==> config.mk <==
export PLATFORM = sky130hd
export DESIGN_NAME = ema_anomaly_scorer_core
export DESIGN_NICKNAME = d
export VERILOG_FILES = /design/src/eas_pkg.sv /design/src/eas_lane.sv /design/src/eas_merge.sv /design/src/ema_anomaly_scorer_core.sv
export SDC_FILE = /design/constraint.sdc
export NUM_CORES = 1
export LEC_CHECK = 0
export ABC_AREA = 1
export ABC_CLOCK_PERIOD_IN_PS = 9950
export BUFFER_PORTS_ARGS = -buffer_cell sky130_fd_sc_hd__buf_2
export CORE_MARGIN = 2
export CORE_UTILIZATION = 50
export CTS_CLUSTER_SIZE = 16
export DETAILED_ROUTE_END_ITERATION = 10
export MAX_ROUTING_LAYER = met4
export PLACE_DENSITY_LB_ADDON = 0.3
export SYNTH_ARGS = -nofsm -noshare
export SYNTH_HDL_FRONTEND = slang
export SYNTH_SLANG_ARGS = --single-unit
export TNS_END_PERCENT = 50
==> constraint.sdc <==
create_clock -name clk -period 9.95 [get_ports clk]
set_clock_uncertainty 0.2 [all_clocks]
set_input_delay 0.4975 -clock clk [delete_from_list [all_inputs] [get_ports clk]]
set_output_delay 0.4975 -clock clk [all_outputs]
set_load 0.01 [all_outputs]
==> src/eas_pkg.sv <==
`timescale 1ns / 1ps
// Shared types and constants for the EMA anomaly scorer.
// Used by eas_lane, eas_merge, ema_anomaly_scorer_core and eas_checker; depends on nothing.
package eas_pkg;

	localparam int SAMPLE_W    = 16;
	localparam int BASE_W      = 12;
	localparam int DEV_W       = 16;
	localparam int LANES       = 3;
	localparam int SUM_W       = 18;
	localparam int RECIP_W     = 18;
	localparam int PROD_W      = SUM_W + RECIP_W;
	localparam int MEAN_SHIFT  = 19;
	localparam int IN_TDATA_W  = 48;
	localparam int OUT_TDATA_W = 104;
	localparam int OUT_FIELD_W = LANES * BASE_W + (LANES + 1) * DEV_W;

	localparam logic [BASE_W-1:0]  BASE_MAX   = 12'd4095;
	localparam logic [DEV_W-1:0]   DEV_MAX    = 16'hFFFF;
	localparam logic [RECIP_W-1:0] MEAN_RECIP = 18'd174763;

	localparam int LANE_TEMP  = 0;
	localparam int LANE_HUM   = 1;
	localparam int LANE_SMOKE = 2;

	typedef struct packed {
		logic load_s1;
		logic load_s2;
		logic load_s3;
		logic load_s4;
	} stage_ctl_t;

endpackage

==> src/eas_lane.sv <==
`timescale 1ns / 1ps
// One sensor lane: rounding shift-based moving average and saturated deviation.
// Depends on eas_pkg; instantiated three times by ema_anomaly_scorer_core.
module eas_lane #(
	parameter int SMOOTH_SHIFT  = 4,
	parameter int FRACTION_BITS = 4
) (
	input  logic                           clk,
	input  logic                           arst_n,
	input  eas_pkg::stage_ctl_t            ctl,
	input  logic [eas_pkg::SAMPLE_W-1:0]   sample,
	output logic [eas_pkg::BASE_W-1:0]     baseline_s2,
	output logic [eas_pkg::DEV_W-1:0]      deviation_s2
);

	localparam int XW = eas_pkg::SAMPLE_W - FRACTION_BITS;
	localparam int RW = eas_pkg::SAMPLE_W + 1;
	localparam int YW = RW - SMOOTH_SHIFT;
	localparam int DW = (YW + FRACTION_BITS > eas_pkg::SAMPLE_W) ?
		YW + FRACTION_BITS : eas_pkg::SAMPLE_W;
	localparam logic [RW-1:0] HALF = RW'(1) << (SMOOTH_SHIFT - 1);

	logic [eas_pkg::SAMPLE_W-1:0] acc_q;
	logic [XW-1:0]                x;
	logic [eas_pkg::SAMPLE_W-1:0] sum;
	logic [RW-1:0]                rnd;
	logic [YW-1:0]                y;
	logic [eas_pkg::SAMPLE_W-1:0] acc_d;

	logic [YW-1:0]                y_s1;
	logic [eas_pkg::SAMPLE_W-1:0] smp_s1;

	logic [DW-1:0] smp_ext;
	logic [DW-1:0] base_ext;
	logic [DW-1:0] diff;

	assign x     = sample[eas_pkg::SAMPLE_W-1:FRACTION_BITS];
	assign sum   = acc_q + eas_pkg::SAMPLE_W'(x);
	assign rnd   = {1'b0, sum} + HALF;
	assign y     = rnd[RW-1:SMOOTH_SHIFT];
	assign acc_d = sum - eas_pkg::SAMPLE_W'(y);

	always_ff @(posedge clk or negedge arst_n) begin
		if (!arst_n) begin
			acc_q <= '0;
		end else if (ctl.load_s1) begin
			acc_q <= acc_d;
		end
	end

	always_ff @(posedge clk) begin
		if (ctl.load_s1) begin
			y_s1   <= y;
			smp_s1 <= sample;
		end
	end

	assign smp_ext  = DW'(smp_s1);
	assign base_ext = DW'(y_s1) << FRACTION_BITS;
	assign diff     = (smp_ext >= base_ext) ? (smp_ext - base_ext) : (base_ext - smp_ext);

	always_ff @(posedge clk) begin
		if (ctl.load_s2) begin
			baseline_s2  <= (DW'(y_s1) > DW'(eas_pkg::BASE_MAX)) ?
				eas_pkg::BASE_MAX : eas_pkg::BASE_W'(y_s1);
			deviation_s2 <= (diff > DW'(eas_pkg::DEV_MAX)) ?
				eas_pkg::DEV_MAX : diff[eas_pkg::DEV_W-1:0];
		end
	end

endmodule

==> src/eas_merge.sv <==
`timescale 1ns / 1ps
// Merge stage: sums the lane deviations and divides by three with a reciprocal multiply.
// Depends on eas_pkg; instantiated by ema_anomaly_scorer_core.
module eas_merge (
	input  logic                                      clk,
	input  eas_pkg::stage_ctl_t                       ctl,
	input  logic [eas_pkg::LANES-1:0][eas_pkg::BASE_W-1:0] baseline_in,
	input  logic [eas_pkg::LANES-1:0][eas_pkg::DEV_W-1:0]  deviation_in,
	output logic [eas_pkg::LANES-1:0][eas_pkg::BASE_W-1:0] baseline_s4,
	output logic [eas_pkg::LANES-1:0][eas_pkg::DEV_W-1:0]  deviation_s4,
	output logic [eas_pkg::DEV_W-1:0]                      mean_s4
);

	logic [eas_pkg::LANES-1:0][eas_pkg::BASE_W-1:0] baseline_s3;
	logic [eas_pkg::LANES-1:0][eas_pkg::DEV_W-1:0]  deviation_s3;
	logic [eas_pkg::SUM_W-1:0]                      sum_s3;
	logic [eas_pkg::PROD_W-1:0]                     prod;

	always_ff @(posedge clk) begin
		if (ctl.load_s3) begin
			baseline_s3  <= baseline_in;
			deviation_s3 <= deviation_in;
			sum_s3       <= eas_pkg::SUM_W'(deviation_in[eas_pkg::LANE_TEMP])
				+ eas_pkg::SUM_W'(deviation_in[eas_pkg::LANE_HUM])
				+ eas_pkg::SUM_W'(deviation_in[eas_pkg::LANE_SMOKE]);
		end
	end

	assign prod = eas_pkg::PROD_W'(sum_s3) * eas_pkg::PROD_W'(eas_pkg::MEAN_RECIP);

	always_ff @(posedge clk) begin
		if (ctl.load_s4) begin
			baseline_s4  <= baseline_s3;
			deviation_s4 <= deviation_s3;
			mean_s4      <= prod[eas_pkg::MEAN_SHIFT +: eas_pkg::DEV_W];
		end
	end

endmodule

==> src/ema_anomaly_scorer_core.sv <==
`timescale 1ns / 1ps
// Top level of the EMA anomaly scorer: three filter lanes, a merge stage and flow control.
// Depends on eas_pkg, eas_lane and eas_merge.
//
// Each input transaction on s_axis carries a temperature, a humidity and a smoke sample in
// unsigned Q12.4. Each one produces exactly one output transaction on m_axis with the three
// integer baselines, the three absolute deviations in Q12.4 and their mean.
// The pipeline has four stages: the filter update in the lanes, the deviation in the lanes,
// the deviation sum in the merge stage and the reciprocal multiply for the mean. One
// transaction can be accepted every cycle while a low m_axis_tready is not holding the
// pipeline; the rate is set by the accumulator update in each lane.
// Every stage holds its data while the stage after it is full and stalled, so when
// m_axis_tready is low the pipeline keeps filling its empty stages and keeps taking input
// until all four stages hold data; only then does s_axis_tready drop. No transaction is
// lost or repeated.
// Reset clears the three accumulators and all stage valid flags.
module ema_anomaly_scorer_core #(
	parameter int SMOOTH_SHIFT  = 4,
	parameter int FRACTION_BITS = 4
) (
	input  logic                              clk,
	input  logic                              arst_n,
	input  logic                              s_axis_tvalid,
	output logic                              s_axis_tready,
	// temp_sample[15:0], hum_sample[31:16], smoke_sample[47:32].
	input  logic [eas_pkg::IN_TDATA_W-1:0]    s_axis_tdata,
	output logic                              m_axis_tvalid,
	input  logic                              m_axis_tready,
	// temp_base[11:0], hum_base[23:12], smoke_base[35:24],
	// temp_deviation[51:36], hum_deviation[67:52], smoke_deviation[83:68],
	// mean_deviation[99:84], zero padding[103:100].
	output logic [eas_pkg::OUT_TDATA_W-1:0]   m_axis_tdata
);

	logic vld_s1, vld_s2, vld_s3, vld_s4;
	logic rdy_s1, rdy_s2, rdy_s3, rdy_s4;
	eas_pkg::stage_ctl_t ctl;

	logic [eas_pkg::LANES-1:0][eas_pkg::BASE_W-1:0] baseline_s2;
	logic [eas_pkg::LANES-1:0][eas_pkg::DEV_W-1:0]  deviation_s2;
	logic [eas_pkg::LANES-1:0][eas_pkg::BASE_W-1:0] baseline_s4;
	logic [eas_pkg::LANES-1:0][eas_pkg::DEV_W-1:0]  deviation_s4;
	logic [eas_pkg::DEV_W-1:0]                      mean_s4;

	assign rdy_s4 = !vld_s4 || m_axis_tready;
	assign rdy_s3 = !vld_s3 || rdy_s4;
	assign rdy_s2 = !vld_s2 || rdy_s3;
	assign rdy_s1 = !vld_s1 || rdy_s2;

	assign ctl.load_s1 = s_axis_tvalid && rdy_s1;
	assign ctl.load_s2 = vld_s1 && rdy_s2;
	assign ctl.load_s3 = vld_s2 && rdy_s3;
	assign ctl.load_s4 = vld_s3 && rdy_s4;

	always_ff @(posedge clk or negedge arst_n) begin
		if (!arst_n) begin
			vld_s1 <= 1'b0;
			vld_s2 <= 1'b0;
			vld_s3 <= 1'b0;
			vld_s4 <= 1'b0;
		end else begin
			if (rdy_s1) vld_s1 <= s_axis_tvalid;
			if (rdy_s2) vld_s2 <= vld_s1;
			if (rdy_s3) vld_s3 <= vld_s2;
			if (rdy_s4) vld_s4 <= vld_s3;
		end
	end

	for (genvar i = 0; i < eas_pkg::LANES; i++) begin : g_lane
		eas_lane #(
			.SMOOTH_SHIFT (SMOOTH_SHIFT),
			.FRACTION_BITS(FRACTION_BITS)
		) u_lane (
			.clk         (clk),
			.arst_n      (arst_n),
			.ctl         (ctl),
			.sample      (s_axis_tdata[i*eas_pkg::SAMPLE_W +: eas_pkg::SAMPLE_W]),
			.baseline_s2 (baseline_s2[i]),
			.deviation_s2(deviation_s2[i])
		);
	end

	eas_merge u_merge (
		.clk         (clk),
		.ctl         (ctl),
		.baseline_in (baseline_s2),
		.deviation_in(deviation_s2),
		.baseline_s4 (baseline_s4),
		.deviation_s4(deviation_s4),
		.mean_s4     (mean_s4)
	);

	assign s_axis_tready = rdy_s1;
	assign m_axis_tvalid = vld_s4;
	assign m_axis_tdata  = {
		(eas_pkg::OUT_TDATA_W - eas_pkg::OUT_FIELD_W)'(0),
		mean_s4,
		deviation_s4[eas_pkg::LANE_SMOKE],
		deviation_s4[eas_pkg::LANE_HUM],
		deviation_s4[eas_pkg::LANE_TEMP],
		baseline_s4[eas_pkg::LANE_SMOKE],
		baseline_s4[eas_pkg::LANE_HUM],
		baseline_s4[eas_pkg::LANE_TEMP]
	};

endmodule

Word-level counts from Yosys, hierarchy flattened. Index checks and enable logic that the tools add are counted.

Logic and storage cells: 75. Output and inout port bits: 106. Bits of input ports: 52. Register bits: 425.

Reductions and logical operators: 12. Mux-type cells: 3. $mul: 1. Add/sub/neg operators: 17. Magnitude comparators: 9.

Operator list (count): 16-bit by 4-bit adder with 17-bit output (second input constant) (3); 16-bit by 17-bit greater-or-equal comparator with 1-bit output (3); 17-bit by 16-bit > comparator with 1-bit output (second input constant) (3); 17-bit 2-to-1 mux (3); 16-bit by 17-bit subtractor with 17-bit output (3); 17-bit by 16-bit subtractor with 17-bit output (3); 16-bit by 12-bit adder with 16-bit output (3); 16-bit by 13-bit subtractor with 16-bit output (3); 13-bit by 12-bit > comparator with 1-bit output (second input constant) (3); 18-bit by 18-bit multiplier with 35-bit output (second input constant) (1); 18-bit by 16-bit adder with 18-bit output (1); 16-bit by 16-bit adder with 17-bit output (1); 1-bit logical AND (4); 1-bit zero test (4); 1-bit logical OR (4).

Depth between registers and ports, before layout. Gate-level depths: netlist (run 1).

Depth in word-level cells: 6. Mapped depth: 29. Depth with buffers taken out: 29.

By module. Synthesis (run 1) repeated with hierarchy kept, for this count alone.

Cell total of the unflattened synthesis: 3385. Area total of the unflattened synthesis: 30882.1 um^2.

Modules (own cells, without submodules): eas_merge (times used 1, seq. area each 6065.8 um^2, cells each 1217, area each 13739.4 um^2); eas_lane (g_lane[1].u_lane ...) (times used 2, seq. area each 2112.0 um^2, cells each 721, area each 5705.5 um^2); eas_lane (g_lane[0].u_lane) (times used 1, seq. area each 2112.0 um^2, cells each 697, area each 5514.0 um^2); ema_anomaly_scorer_core (times used 1, seq. area each 100.1 um^2, cells each 29, area each 217.7 um^2).

Worst setup path after synthesis (run 1). Ideal clock, no wire load.

Path type: input to register. From: input m_axis_tready. To: register u_merge.baseline_s4[0] (netlist name) (enable). Setup time: 562 ps. Buffers on the path: 0. Setup slack: 4442 ps. Stages on the path: 2. Required time: 9188 ps. Data arrival time: 4746 ps. Cells stage by stage: nor2_1 -> nor2_1.

RTL lines: from (decl) (RTL line ema_anomaly_scorer_core.sv:28) `input logic m_axis_tready,`; to (signal assigned) (RTL line eas_merge.sv:33) `baseline_s4 <= baseline_s3;`; to (decl) (RTL line eas_merge.sv:9) `output logic [eas_pkg::LANES-1:0][eas_pkg::BASE_W-1:0] baseline_s4,`.

Worst setup path after layout (run 1).
From: register u_merge.sum_s3[5] (netlist name). To: register u_merge.mean_s4[12] (netlist name) (data pin).

Longest elaborated chain between the ends: 1.

RTL lines: from (decl) (RTL line eas_merge.sv:16) `logic [eas_pkg::SUM_W-1:0] sum_s3;`; from (signal assigned) (RTL line eas_merge.sv:23) `sum_s3 <= eas_pkg::SUM_W'(deviation_in[eas_pkg::LANE_TEMP])`; 18-bit by 18-bit multiplier with 35-bit output (RTL line eas_merge.sv:29) `assign prod = eas_pkg::PROD_W'(sum_s3) * eas_pkg::PROD_W'(eas_pkg::MEAN_RECIP);`; named net u_merge.prod, one bit (RTL line eas_merge.sv:17) `logic [eas_pkg::PROD_W-1:0] prod;`; to (signal assigned) (RTL line eas_merge.sv:35) `mean_s4 <= prod[eas_pkg::MEAN_SHIFT +: eas_pkg::DEV_W];`; to (decl) (RTL line eas_merge.sv:11) `output logic [eas_pkg::DEV_W-1:0] mean_s4`.

The timed path passes the listed nets, and every way through them passes these cells. A chain may end at the register's enable or synchronous reset.

==> results.json, run 1 <==
{
  "status": "complete, no violations",
  "grt_overflow": 0,
  "cp_common_cell": "fa_1",
  "grt_max_degree": 67,
  "wl_per_cell_um": 16.8,
  "crit_fanout": 6,
  "dr_wl_met2_um": 37000,
  "grt_pass1_vias": 23067,
  "min_period_over_period": 0.562,
  "startpoint_type": "flip-flop",
  "coreArea_um2": 61500,
  "synth_edf_count": 373,
  "io_pins": 158,
  "dp_hpwl_um": 60800,
  "final_cell_mix": "796 x nand2_1, 633 x inv_1, 373 x edfxtp_1, 340 x ha_1, 203 x nor2_1",
  "cts_tree": "done",
  "nNetsFinal": 4181,
  "firstDrtPassIters": 5,
  "synthesis.area_um2": 31000,
  "drive_gt1_frac": 0.0884,
  "multi_input_area_um2": 15900,
  "max_freq_ghz": 0.179,
  "layout_commonest_cell": "nand2_1",
  "crit_path_end_kind": "flip-flop",
  "slowest_stage": "fa_1",
  "final_max_slew_viol_count": 0,
  "cp_cell_sequence": "ha_1 -> fa_1 -> inv_1 -> fa_1 -> inv_1 -> fa_1 -> inv_1 -> fa_1 -> fa_1 -> inv_1 -> ha_1 -> a21oi_1 -> o21ai_0 -> a21oi_1 -> nor2_1 -> a211oi_1 -> nand2_1 -> nand2_1 -> nand2_1",
  "path_clk_slew_ns": 0.07,
  "wl_met3_um": 2790,
  "finalSetupTns_ns": 0,
  "ant_nets": 0,
  "dr.max_layer_used": "met4",
  "synth_ff_type": "edfxtp_1",
  "tightest_slew_ns": 1.14,
  "cp-startpoint": "u_merge.sum_s3[5]",
  "cts_resized": 0,
  "setup_violations": 0,
  "cp_data_arrival_time_ns": 5.74,
  "routabilityCongestion": 0.981,
  "area_delta_synth_final_pct": 12.1,
  "critPathKind": "flip-flop to flip-flop",
  "vias": 23062,
  "initial_core_util": 0.504,
  "die_w_um": 253,
  "drcViolationCount": 0,
  "rows": 91,
  "ys_seq_area_frac": 0.403,
  "drv_cap": 0,
  "die_h_um": 253,
  "die-area_um2": 64000,
  "final_hold_viol_count": 0,
  "critPathMaxStageDelay_ns": 0.54,
  "portBuffers": 153,
  "drt-total-wl_um": 75600,
  "synth_seq_cells": 425,
  "fillCellCount": 5557,
  "cts_max_level": 2,
  "grt_pass1_wl_um": 120000,
  "cts-root-buf": "clkbuf_16",
  "n_antenna_cell": 0,
  "antenna_found_initial": 1,
  "period_needed_ns": 5.60,
  "clock_latency_ns": 0.58,
  "async_reset_ff_frac": 0.122,
  "slew_headroom": 0.241,
  "cts_buffers": 47,
  "viasPerCell": 5.13,
  "min_path_type": "primary input to flip-flop",
  "cts_hold_buf": 50,
  "cts.sinks": 425,
  "cts_setup_buffers": 0,
  "r2r-start": "u_merge.sum_s3[5]",
  "worstHoldStart": "m_axis_tready",
  "synth_warnings": 0,
  "syn_inst": 3443,
  "dr.first_iter.drc_count": 1484,
  "wl_met1_um": 33600,
  "ff_latch_area_um2": 12500,
  "synth_area_per_cell_um2": 9.01,
  "worst_ep_required_time_ns": 10.10,
  "rsz0062_at_grt": "no",
  "synth_cell_types": 55,
  "clockBufferDepth": 3,
  "gr-usage-all-layers": 0.247
}
-- cell usage after synthesis, types with 13 or more instances --
cell | n | area (um2)
nor3_1 | 29 | 145
dfrtp_1 | 52 | 1300
o21ai_0 | 145 | 726
nand2_1 | 796 | 2990
inv_1 | 636 | 2390
fa_1 | 118 | 2360
a21oi_1 | 174 | 871
nand3_1 | 170 | 851
a21o_1 | 13 | 97.6
xnor2_1 | 49 | 429
nor2_1 | 205 | 769
nand2_2 | 28 | 175
edfxtp_1 | 373 | 11200
xor2_1 | 103 | 902
a31oi_1 | 13 | 81.3
nand4_1 | 38 | 238
ha_1 | 340 | 4250
-- state kept, by name, summed over array words and instances, names as in the netlist --
register / cells
g_lane.u_lane.acc_q: 48
g_lane.u_lane.deviation_s2: 48
g_lane.u_lane.smp_s1: 48
u_merge.deviation_s3: 48
u_merge.deviation_s4: 48
g_lane.u_lane.y_s1: 39
g_lane.u_lane.baseline_s2: 36
u_merge.baseline_s3: 36
u_merge.baseline_s4: 36
u_merge.sum_s3: 18
u_merge.mean_s4: 16
m_axis_tvalid: 1
vld_s1: 1
vld_s2: 1
vld_s3: 1
-- critical path, delay by kind of cell, from the launching register on --
family,cells,cell delay [ns]
AOI/OAI and AO/OA,4,0.81
and+or+nand+nor,4,0.26
buffers and inverters,4,0.21
adders and majority gates,7,3.37
DFF,1,0.51
-- final timing paths --
kind / to / cells after the start / slack (ns)
max in group asynchronous: g_lane[2].u_lane.acc_q[0] / 3 / 8.59
hold / removal: m_axis_tvalid / 4 / 0.08
min in group asynchronous: g_lane[1].u_lane.acc_q[3] / 3 / 0.38
setup reg to reg: u_merge.mean_s4[12] / 19 / 4.35
hold reg to reg: u_merge.baseline_s3[14] / 0 / 0.21
setup / recovery: u_merge.mean_s4[12] / 19 / 4.35
-- routing by layer --
layer,global-route usage,vias up
li1,-,11683
met1,0.316,10796
met2,0.418,460
met3,0.0267,123
met4,0.0708,0
met5,-,-
-- layout make-up --
| type | count | area share |
|---|---|---|
| clock buffers | 48 | 0.0345 |
| repair buffers | 210 | 0.0379 |
| multi-input cells | 2341 | 0.458 |
| clock inverters | 39 | 0.0114 |
| well taps | 790 | 0.0284 |
| flip-flops and latches | 425 | 0.360 |
| inverters | 646 | 0.0698 |
-- kinds of logic (layout without fill, tap and decap cells) --
family / Yosys count / after routing / share of synthesized area
adders and majority gates: 458 / 458 / 0.213
DFF: 425 / 425 / 0.403
xor gates and xnor gates: 159 / 159 / 0.0477
buffers and inverters: 680 / 943 / 0.0839
AOI/OAI and AO/OA: 403 / 403 / 0.0720
and+or+nand+nor: 1317 / 1317 / 0.180
other: 1 / 4 / 0.000121
-- stage by stage --
stage / cell area (um2) / util / hold WS [ns] / std cells / worst slack (ns)
after floorplan: 31000 / - / 0.00191 / 3446 / 4.44
after global routing: 34800 / 0.566 / 0.0826 / 4499 / 3.93
final: 34800 / 0.566 / 0.0796 / 4499 / 4.35
after global placement: 32700 / 0.531 / 0.201 / 4362 / 4.39
after CTS: 34800 / 0.566 / 0.0467 / 4499 / 4.33
after detailed placement: 32700 / 0.531 / 0.205 / 4362 / 4.31
Power of run 1 is not shown: default switching activity piles up to over one toggle a cycle in this logic, so the estimate is an artifact.
==> run 2, diff against run 1 <==
--- a/config.mk
+++ b/config.mk
@@ -5,8 +5,8 @@
 export SDC_FILE = /design/constraint.sdc
 export NUM_CORES = 1
 export LEC_CHECK = 0
-export ABC_AREA = 1
-export ABC_CLOCK_PERIOD_IN_PS = 9950
+export ABC_AREA = 0
+export ABC_CLOCK_PERIOD_IN_PS = 5500
 export BUFFER_PORTS_ARGS = -buffer_cell sky130_fd_sc_hd__buf_2
 export CORE_MARGIN = 2
 export CORE_UTILIZATION = 50
==> constraint.sdc (replaced) <==
create_clock -name clk -period 5.5 [get_ports clk]
set_clock_uncertainty 0.2 [all_clocks]
set_input_delay 0.275 -clock clk [delete_from_list [all_inputs] [get_ports clk]]
set_output_delay 0.275 -clock clk [all_outputs]
set_load 0.01 [all_outputs]
==> results.json, run 2 <==
{
  "status": "finished with violations",
  "violations": "negative setup slack",
  "cts-root-buf": "clkbuf_16",
  "area_delta_synth_final_pct": 17.4,
  "portBuffers": 153,
  "synth_top_area_share": 0.387,
  "cp_cell_sequence": "buf_6 -> ha_4 -> fa_1 -> inv_2 -> fa_1 -> inv_2 -> fa_1 -> fa_1 -> fa_2 -> ha_4 -> a21oi_2 -> o21bai_1 -> and2_1 -> o21a_1 -> o31ai_4 -> o21ai_2 -> or2_4 -> a21oi_2 -> xnor2_1",
  "grt_pass1_vias": 20971,
  "io_pins": 158,
  "initial_core_util": 0.503,
  "drcViolationCount": 0,
  "critPathKind": "flip-flop to flip-flop",
  "cts_buffers": 49,
  "dr.first_iter.drc_count": 1241,
  "min_path_type": "primary input to async pin",
  "crit_path_end_kind": "flip-flop",
  "clockBufferDepth": 3,
  "die_w_um": 244,
  "ys_seq_area_frac": 0.432,
  "synth_most_common_cell": "inv_1",
  "max_freq_ghz": 0.174,
  "synth_simple_gate_area_share": 0.0994,
  "synth_area_per_cell_um2": 11.0,
  "vias": 20228,
  "finalSetupTns_ns": -0.937,
  "path_clk_slew_ns": 0.06,
  "synth-xor-area-share": 0.0627,
  "synthMuxAreaShare": 0.00935,
  "n_antenna_cell": 0,
  "final_max_slew_viol_count": 0,
  "startpoint_type": "flip-flop",
  "r2r_cells": 19,
  "synth_ff_type": "edfxtp_1",
  "synth_warnings": 0,
  "antenna_found_initial": 0,
  "die_h_um": 244,
  "finalWorstSetupSlack_ns": -0.245,
  "wl_per_cell_um": 18.6,
  "synth_cell_types": 76,
  "synth_top_family_by_area": "adder cells",
  "slowest_stage": "fa_2",
  "synthTopCellsByCount": "391 x inv_1, 373 x edfxtp_1, 340 x ha_1",
  "drt-total-wl_um": 70100,
  "rows": 88,
  "firstDrtPassIters": 7,
  "synth_area_leader_cell": "edfxtp_1",
  "worst_ep_required_time_ns": 5.61,
  "synth-compound-area-share": 0.109,
  "critPathMaxStageDelay_ns": 0.62,
  "viasPerCell": 5.37,
  "layout_commonest_cell": "inv_1",
  "syn_inst": 2631,
  "drv_cap": 0,
  "tightest_slew_ns": 0.830,
  "drive_gt1_frac": 0.163,
  "grt_max_degree": 80,
  "cp_common_cell": "fa_1",
  "crit_fanout": 3,
  "clock_latency_ns": 0.59,
  "slew_headroom": 0.446,
  "async_reset_ff_frac": 0.122,
  "setup_violations": 5,
  "synth_seq_cells": 425,
  "min_period_over_period": 1.04,
  "gr-usage-all-layers": 0.242,
  "final_cell_mix": "378 x inv_1, 373 x edfxtp_1, 312 x ha_1, 207 x nand2_1, 153 x buf_2",
  "yosys-top-cells-area": "edfxtp_1 39%, ha_1 15%, fa_1 8.2%",
  "period_needed_ns": 5.74,
  "cts_tree": "done",
  "coreArea_um2": 57500,
  "nNetsFinal": 3473,
  "cts.sinks": 425,
  "final_hold_viol_count": 0,
  "die-area_um2": 59800,
  "cp_data_arrival_time_ns": 5.86,
  "rsz0062_at_grt": "yes",
  "grt_pass1_wl_um": 111000,
  "dp_cells": 3601,
  "grt_overflow": 0,
  "synthesis.area_um2": 28900,
  "cts_max_level": 2,
  "synth_edf_count": 373,
  "synth_fa_ha_area_frac": 0.229,
  "final_cells": 3765,
  "ant_nets": 0,
  "routabilityCongestion": 0.944,
  "dp_hpwl_um": 55300
}
## run 2: routing by layer
metal  share of wire  global-route usage  vias up
met5               0                   -        -
met3           0.034              0.0264      117
li1                -                   -     9858
met2            0.50               0.417      431
met4           0.032              0.0721        0
met1            0.44               0.303     9822
## run 2: per-stage QoR
| stage | hold WS, ns | cell area (um2) | utilization | setup slack [ns] |
|---|---|---|---|---|
| after floorplan | -0.221 | 29100 | - | -0.0592 |
| final | 0.177 | 33900 | 0.591 | -0.245 |
| after global placement | 0.202 | 31300 | 0.545 | -0.240 |
| after detailed placement | 0.205 | 31300 | 0.545 | -0.410 |
| after global routing | 0.196 | 33900 | 0.591 | -0.382 |
| after CTS | 0.170 | 33700 | 0.586 | -0.235 |
## run 2: final timing paths
| check | start | slack (ns) | end |
|---|---|---|---|
| max | u_merge.sum_s3[2] | -0.24 | u_merge.mean_s4[14] |
| min | arst_n | 0.18 | g_lane[1].u_lane.acc_q[9] |
| max reg2reg | u_merge.sum_s3[2] | -0.24 | u_merge.mean_s4[14] |
| min reg2reg | g_lane[1].u_lane.baseline_s2[7] | 0.21 | u_merge.baseline_s3[19] |
| max in group asynchronous | arst_n | 4.34 | m_axis_tvalid |
| min in group clk | s_axis_tdata[18] | 0.21 | g_lane[1].u_lane.smp_s1[2] |
## run 2: area by class of cell
type,count,area [um2]
multi-input cells,1769,15200
inverters,391,1470
flip-flops and latches,425,12500
repair buffers,327,2230
well taps,765,957
clock buffers,55,1260
fillers,4774,23500
clock inverters,33,295
## run 2: cell families (layout without fill, tap and decap cells)
family | count (synthesis) | after routing
xor gates and xnor gates | 207 | 207
AOI/OAI and AO/OA | 480 | 480
other | 1 | 4
buffers and inverters | 440 | 806
muxes | 26 | 26
adders and majority gates | 458 | 458
DFF | 425 | 425
and+or+nand+nor | 594 | 594
## run 2: repair_timing
| action | 4_1_cts | 5_1_grt |
|---|---|---|
| buffers inserted | 15 | 9 |
| hold endpoints to repair | 103 | 0 |
| setup endpoints to repair | 12 | 17 |
| pin swaps | 32 | 34 |
| gates resized for setup | 36 | 42 |
| hold buffers | 52 | 0 |
## run 2: critical path: cells and delay by family (launching register included)
family	cells	cell delay [ns]
adders and majority gates	7	3.12
and+or+nand+nor	2	0.44
DFF	1	0.41
AOI/OAI and AO/OA	6	1.00
xor gates and xnor gates	1	0.08
buffers and inverters	3	0.25
Power of run 2 is left out for the same reason.
